--- src/sv/dpcr_pkg.sv ---
package dpcr_pkg;

  localparam int IN_W   = 384;
  localparam int OUT_W  = 264;
  localparam int SQRT_W = 32;
  localparam int QUOT_W = 31;
  localparam int FRAC_N = 28;

  typedef enum logic [1:0] {
    OUT_NONE       = 2'd0,
    OUT_RESOLVED   = 2'd1,
    OUT_COINCIDENT = 2'd2
  } outcome_t;

  typedef struct packed {
    logic signed [31:0] pos_x_a;
    logic signed [31:0] pos_y_a;
    logic signed [31:0] vel_x_a;
    logic signed [31:0] vel_y_a;
    logic signed [31:0] pos_x_b;
    logic signed [31:0] pos_y_b;
    logic signed [31:0] vel_x_b;
    logic signed [31:0] vel_y_b;
    logic [30:0]        mass_a;
    logic [30:0]        mass_b;
    logic [31:0]        tm;
    logic [31:0]        s;
    logic [31:0]        adx;
    logic [31:0]        ady;
    logic               neg_x;
    logic               neg_y;
    logic [63:0]        sq;
    outcome_t           outcome;
  } item_t;

  typedef struct packed {
    logic full;
    logic empty;
  } q_status_t;

  typedef struct packed {
    logic signed [31:0] qx;
    logic signed [31:0] qy;
    logic signed [29:0] nx;
    logic signed [29:0] ny;
    logic [29:0]        wa;
    logic [29:0]        wb;
    logic signed [32:0] dvx;
    logic signed [32:0] dvy;
  } mid_t;

  function automatic logic signed [31:0] sat32(input logic signed [37:0] v);
    logic signed [31:0] r;
    if (v[37:31] == 7'h00 || v[37:31] == 7'h7f) begin
      r = v[31:0];
    end else if (v[37]) begin
      r = 32'sh80000000;
    end else begin
      r = 32'sh7fffffff;
    end
    return r;
  endfunction

endpackage

--- src/sv/dpcr_queue.sv ---
module dpcr_queue #(
  parameter int DEPTH = 4
) (
  input  logic                clk,
  input  logic                rst,
  input  logic                push,
  input  dpcr_pkg::item_t     wr_item,
  input  logic                pop,
  output dpcr_pkg::item_t     rd_item,
  output dpcr_pkg::q_status_t status
);
  import dpcr_pkg::*;

  localparam int AW = $clog2(DEPTH);
  localparam int CW = $clog2(DEPTH + 1);

  item_t         mem [DEPTH];
  logic [AW-1:0] wr_ptr, rd_ptr;
  logic [CW-1:0] count;

  always_ff @(posedge clk) begin
    if (push) begin
      mem[wr_ptr] <= wr_item;
    end
  end

  always_ff @(posedge clk) begin
    if (rst) begin
      wr_ptr <= '0;
      rd_ptr <= '0;
      count  <= '0;
    end else begin
      if (push) begin
        wr_ptr <= (wr_ptr == AW'(DEPTH - 1)) ? '0 : wr_ptr + 1'b1;
      end
      if (pop) begin
        rd_ptr <= (rd_ptr == AW'(DEPTH - 1)) ? '0 : rd_ptr + 1'b1;
      end
      case ({push, pop})
        2'b10:   count <= count + 1'b1;
        2'b01:   count <= count - 1'b1;
        default: count <= count;
      endcase
    end
  end

  assign rd_item      = mem[rd_ptr];
  assign status.full  = count == CW'(DEPTH);
  assign status.empty = count == '0;

`ifndef SYNTHESIS
  a_no_overflow: assert property (@(posedge clk) disable iff (rst)
    push |-> (!status.full || pop)) else $error("queue written while full");
  a_no_underflow: assert property (@(posedge clk) disable iff (rst)
    pop |-> !status.empty) else $error("queue read while empty");
  a_count_step: assert property (@(posedge clk) disable iff (rst)
    (push && !pop) |=> (count == $past(count) + 1'b1))
    else $error("queue count lost a transfer");
`endif

endmodule

--- config.mk ---
export PLATFORM = sky130hd
export DESIGN_NAME = dpcr_queue
export DESIGN_NICKNAME = d
export VERILOG_FILES = /design/src/sv/dpcr_pkg.sv /design/src/sv/dpcr_queue.sv
export SDC_FILE = /design/constraint.sdc
export NUM_CORES = 1
export LEC_CHECK = 0
export BUFFER_PORTS_ARGS = -buffer_cell sky130_fd_sc_hd__buf_2
export CAP_MARGIN = 10
export CORE_MARGIN = 10
export CORE_UTILIZATION = 31
export CTS_CLUSTER_SIZE = 16
export DETAILED_ROUTE_END_ITERATION = 8
export PLACE_DENSITY_LB_ADDON = 0.15
export SLEW_MARGIN = 0
export SYNTH_ARGS = -nofsm -noshare
export SYNTH_HDL_FRONTEND = slang
export SYNTH_SLANG_ARGS = --single-unit
--- constraint.sdc ---
create_clock -name clk -period 41.1 [get_ports clk]
set_input_delay 6.165 -clock clk [delete_from_list [all_inputs] [get_ports clk]]
set_output_delay 6.165 -clock clk [all_outputs]
set_load 0.1 [all_outputs]
==> Implementation_results.wiki <==
{| class="wikitable"
! Metric !! Value
|-
| CTS Root Cell || clkbuf_16
|-
| Clock latency on the worst-skew pair || ~830 ps
|-
| Data required time of the critical path || around 35000 ps
|-
| Initial DRT Pass Iterations || 5
|-
| Share of total power in the clock network || 0.366
|-
| Detailed placement HPWL || 132.9 mm
|-
| Final hold violations || 0
|-
| Area of the die || ~260000 um2
|-
| Power per standard cell area || between 50 and 60 nW/um2
|-
| Effective utilization at floorplan || 0.3109
|-
| Vias in the first global route || around 37000
|-
| Post-synth top area cell || edfxtp_1
|-
| Worst-Margin Slew || 1172 ps
|-
| Die W || 510.7 um
|-
| Number of nets in the finished design || ~4400
|-
| Placeable core area || about 240000 um2
|-
| Number of distinct library cells after synthesis || 20
|-
| Startpoint types || flop
|-
| DIE HEIGHT || a little over 500 um
|-
| Worst ir drop on vdd || approximately 51 uV
|-
| Layout overhead on the synthesized area || 21.23%
|-
| Worst r2r dst || mem[3][228]$_DFFE_PP_
|-
| Result of the run || finished clean
|-
| Largest cells by area after synthesis || edfxtp_1 (83%), mux4_2 (16%), buf_6 (0.78%)
|-
| DR vias/cell || about 4.7
|-
| Sequential fraction of design power || 0.468
|-
| Net load switching power || between 1.5 and 2 mW
|-
| Clock sink count || 2065
|-
| Number of instances in the synthesized netlist || approximately 2700
|-
| Final Routed Wirelength || ~200 mm
|-
| Post-detailed-route wirelength per cell || about 27 um
|-
| Endpoint type of the worst setup path || output port
|-
| Ratio of final minimum period to clock period || 0.2910
|-
| Top-level I/O count || between 1000 and 1500
|-
| Number of max-cap violations || 0
|-
| Worst endpoint data arrival time || between 5000 and 6000 ps
|-
| Standard-cell row count || 180
|-
| Number of hold buffers added after CTS || 0
|-
| Sum Neg Setup Slack || 0 ps
|-
| Internal power component || ~3.7 mW
|-
| Destination of the critical timing path || rd_item[327]
|-
| Final ANT Viol Nets || 0
|-
| Tmin final || about 12000 ps
|-
| Final Slew Violations || 0
|-
| Crit path kind || reg -> out
|-
| Leakage Power || between 20 and 30 nW
|-
| Number of cells on the worst reg-to-reg path || 5
|-
| Antenna violations before repair || 177
|-
| Total number of H-tree levels || 4
|-
| Post-Synthesis Net Count || 3257
|-
| Aggregate global routing overflow || 0
|-
| Remaining routing DRC violations || 0
|-
| Number of inserted filler cells in the final layout || 21940
|-
| # setup viols final || 0
|-
| Beginning of the worst register-to-register path || wr_ptr[0]$_SDFFE_PP0P_
|-
| CTS tree || done
|-
| Pin count of the biggest net entering global routing || roughly 140
|-
| Combinational share of power || 0.165
|-
| Minimum setup slack among reg-to-reg paths || roughly 37000 ps
|-
| Placed inst area || around 83000 um2
|-
| Non-Filler Cell Area, Final || approximately 90000 um2
|-
| Remaining max-slew budget at the tightest pin || 0.2184
|-
| Number of warnings printed during yosys synthesis || 0
|-
| Worst hold-check path type || reg -> reg
|-
| Post-Place Setup Slack || ~30000 ps
|-
| Synth Register Bits || between 2000 and 2500
|-
| Setup repair after global routing missed its margin || false
|-
| Post-route clock skew || roughly 57 ps
|-
| CP Max Fanout || between 80 and 90
|-
| Maximum clock frequency || ~0.084 GHz
|-
| Total routing resource utilization after global routing || 0.1501
|-
| Count of buffers from port buffering || 1033
|-
| Area of the mapped netlist || between 70000 and 80000 um2
|-
| CTS clk-pin slew, worst paths || roughly 50 ps
|-
| Fraction of the yosys area taken by sequential cells || 0.8295
|-
| Total CTS buffers || 218
|-
| Switching part of the total || 0.2943
|-
| Cells resized by post-CTS repair || 0
|-
| Proportion of layout cells with a drive suffix above 1 || 0.4609
|-
| Buffer levels on the longest clock path || 3
|-
| Setup slack after layout || ~29000 ps
|-
| First DRT Iteration DRCs || roughly 2600
|-
| Vias after detailed routing || around 34000
|-
| Area share of the largest cell type after synthesis || 0.8271
|-
| Routability congestion estimate from global placement || about 0.74
|-
| Post-CTS repair timing setup buffer count || 0
|-
| Hold slack final || about 520 ps
|-
| Post-synthesis area per instance || 27.32 um2
|-
| First-pass GRT wire length || between 200 and 300 mm
|}
==> logic make-up (layout without fill, tap and decap cells) <==
| group | count (synthesis) | in the layout | synth area share |
|---|---|---|---|
| adder cells (fa/ha/maj) | 7 | 7 | 0.001274 |
| AND/OR/NAND/NOR | 16 | 16 | 0.001123 |
| multiplexers | 516 | 516 | 0.1553 |
| flip-flops | 2065 | 2065 | 0.8295 |
| XOR/XNOR | 2 | 2 | 0.0002347 |
| AO/OA/AOI/OAI | 5 | 5 | 0.0003352 |
| other | 0 | 51 | 0 |
| buffers and inverters | 121 | 1492 | 0.01220 |
==> worst min path at each step <==
stage,startpoint,endpoint,slack (ps),cells after the start
2_1_floorplan,count[2]$_SDFFE_PP0P_,count[2]$_SDFFE_PP0P_,460,2
3_3_place_gp,count[2]$_SDFFE_PP0P_,count[2]$_SDFFE_PP0P_,500,2
3_5_place_dp,count[2]$_SDFFE_PP0P_,count[2]$_SDFFE_PP0P_,510,2
4_1_cts,count[2]$_SDFFE_PP0P_,count[2]$_SDFFE_PP0P_,520,2
5_1_grt,count[1]$_SDFFE_PP0P_,count[1]$_SDFFE_PP0P_,570,2
6_report,count[2]$_SDFFE_PP0P_,count[2]$_SDFFE_PP0P_,520,2
==> cells in the final DEF, fill, tap and decap left out <==
cell        count
inv_16          2
diode_2        51
and2_4          4
clkinv_1       63
or3_1           1
buf_2        1033
bufinv_16      17
dfxtp_4         2
clkinv_16       7
nor3b_1         2
o21ai_0         1
clkbuf_1       51
nor3_1          1
clkbuf_16     220
clkinv_2       29
buf_4          44
fa_1            1
inv_8           1
nor2_1          7
buf_12          7
clkinvlp_4      4
clkinv_4        2
and3_1          1
inv_1           7
edfxtp_1     2056
clkinv_8        3
a21oi_1         4
ha_1            6
dfxtp_1         7
inv_6           2
xor2_1          2
mux4_2        514
mux2i_1         2
==> final cells by class <==
type                    count  area (um2)  share of cell area
diodes                     51       127.6            0.001410
clock buffers             271        5697             0.06295
clock inverters           130        1267             0.01401
inverters                   7       26.28           0.0002903
multi-input cells         546       11830              0.1307
flip-flops and latches   2065       61930              0.6843
well taps                3185        3985             0.04403
repair buffers           1084        5640             0.06233
==> worst max-delay path, stage by stage, from the launching register on <==
cell	delay, ps
dfxtp_4	880
buf_4	820
buf_12	550
buf_4	670
buf_4	780
mux4_2	640
buf_2	320
==> power by group through the flow <==
stage               combinational, mW  sequential (mW)  clock, mW
floorplan                       0.674             2.51          0
global placement                0.870             2.47          0
detailed placement              0.870             2.47          0
CTS                             0.871             2.43       1.96
global route                    0.889             2.43       2.05
finish                          0.856             2.43       1.90
==> metal layers <==
| layer | wire [um] | track usage | vias to the layer above |
|---|---|---|---|
| met5 | 814 | 0 | - |
| met4 | 7258 | 0.04918 | 128 |
| met3 | 21380 | 0.07118 | 552 |
| met2 | 93530 | 0.2360 | 1259 |
| met1 | 78320 | 0.1822 | 18030 |
| li1 | - | - | 14450 |
==> cell usage after synthesis <==
cell,n
clkbuf_1,7
edfxtp_1,2056
nor2_1,7
mux4_2,514
buf_1,2
o21ai_0,1
inv_1,7
a21oi_1,4
and3_1,1
buf_2,53
nor3b_1,2
and2_1,4
dfxtp_1,9
or3_1,1
mux2i_1,2
ha_1,6
fa_1,1
xor2_1,2
nor3_1,1
buf_6,52
==> per-stage QoR <==
step | power (mW) | std cells | utilization
2_1_floorplan | 3.181 | 2732 | -
3_3_place_gp | 3.339 | 6887 | 0.3474
3_5_place_dp | 3.341 | 6887 | 0.3474
4_1_cts | 5.262 | 7288 | 0.3764
5_1_grt | 5.370 | 7303 | 0.3766
6_report | 5.181 | 7339 | 0.3769
==> registers in the layout, indices dropped and copies added (netlist names), named ones only <==
name,cells
count,3
mem,2056
rd_ptr,2
wr_ptr,2
No activity file was read; power rests on OpenSTA's default activity.
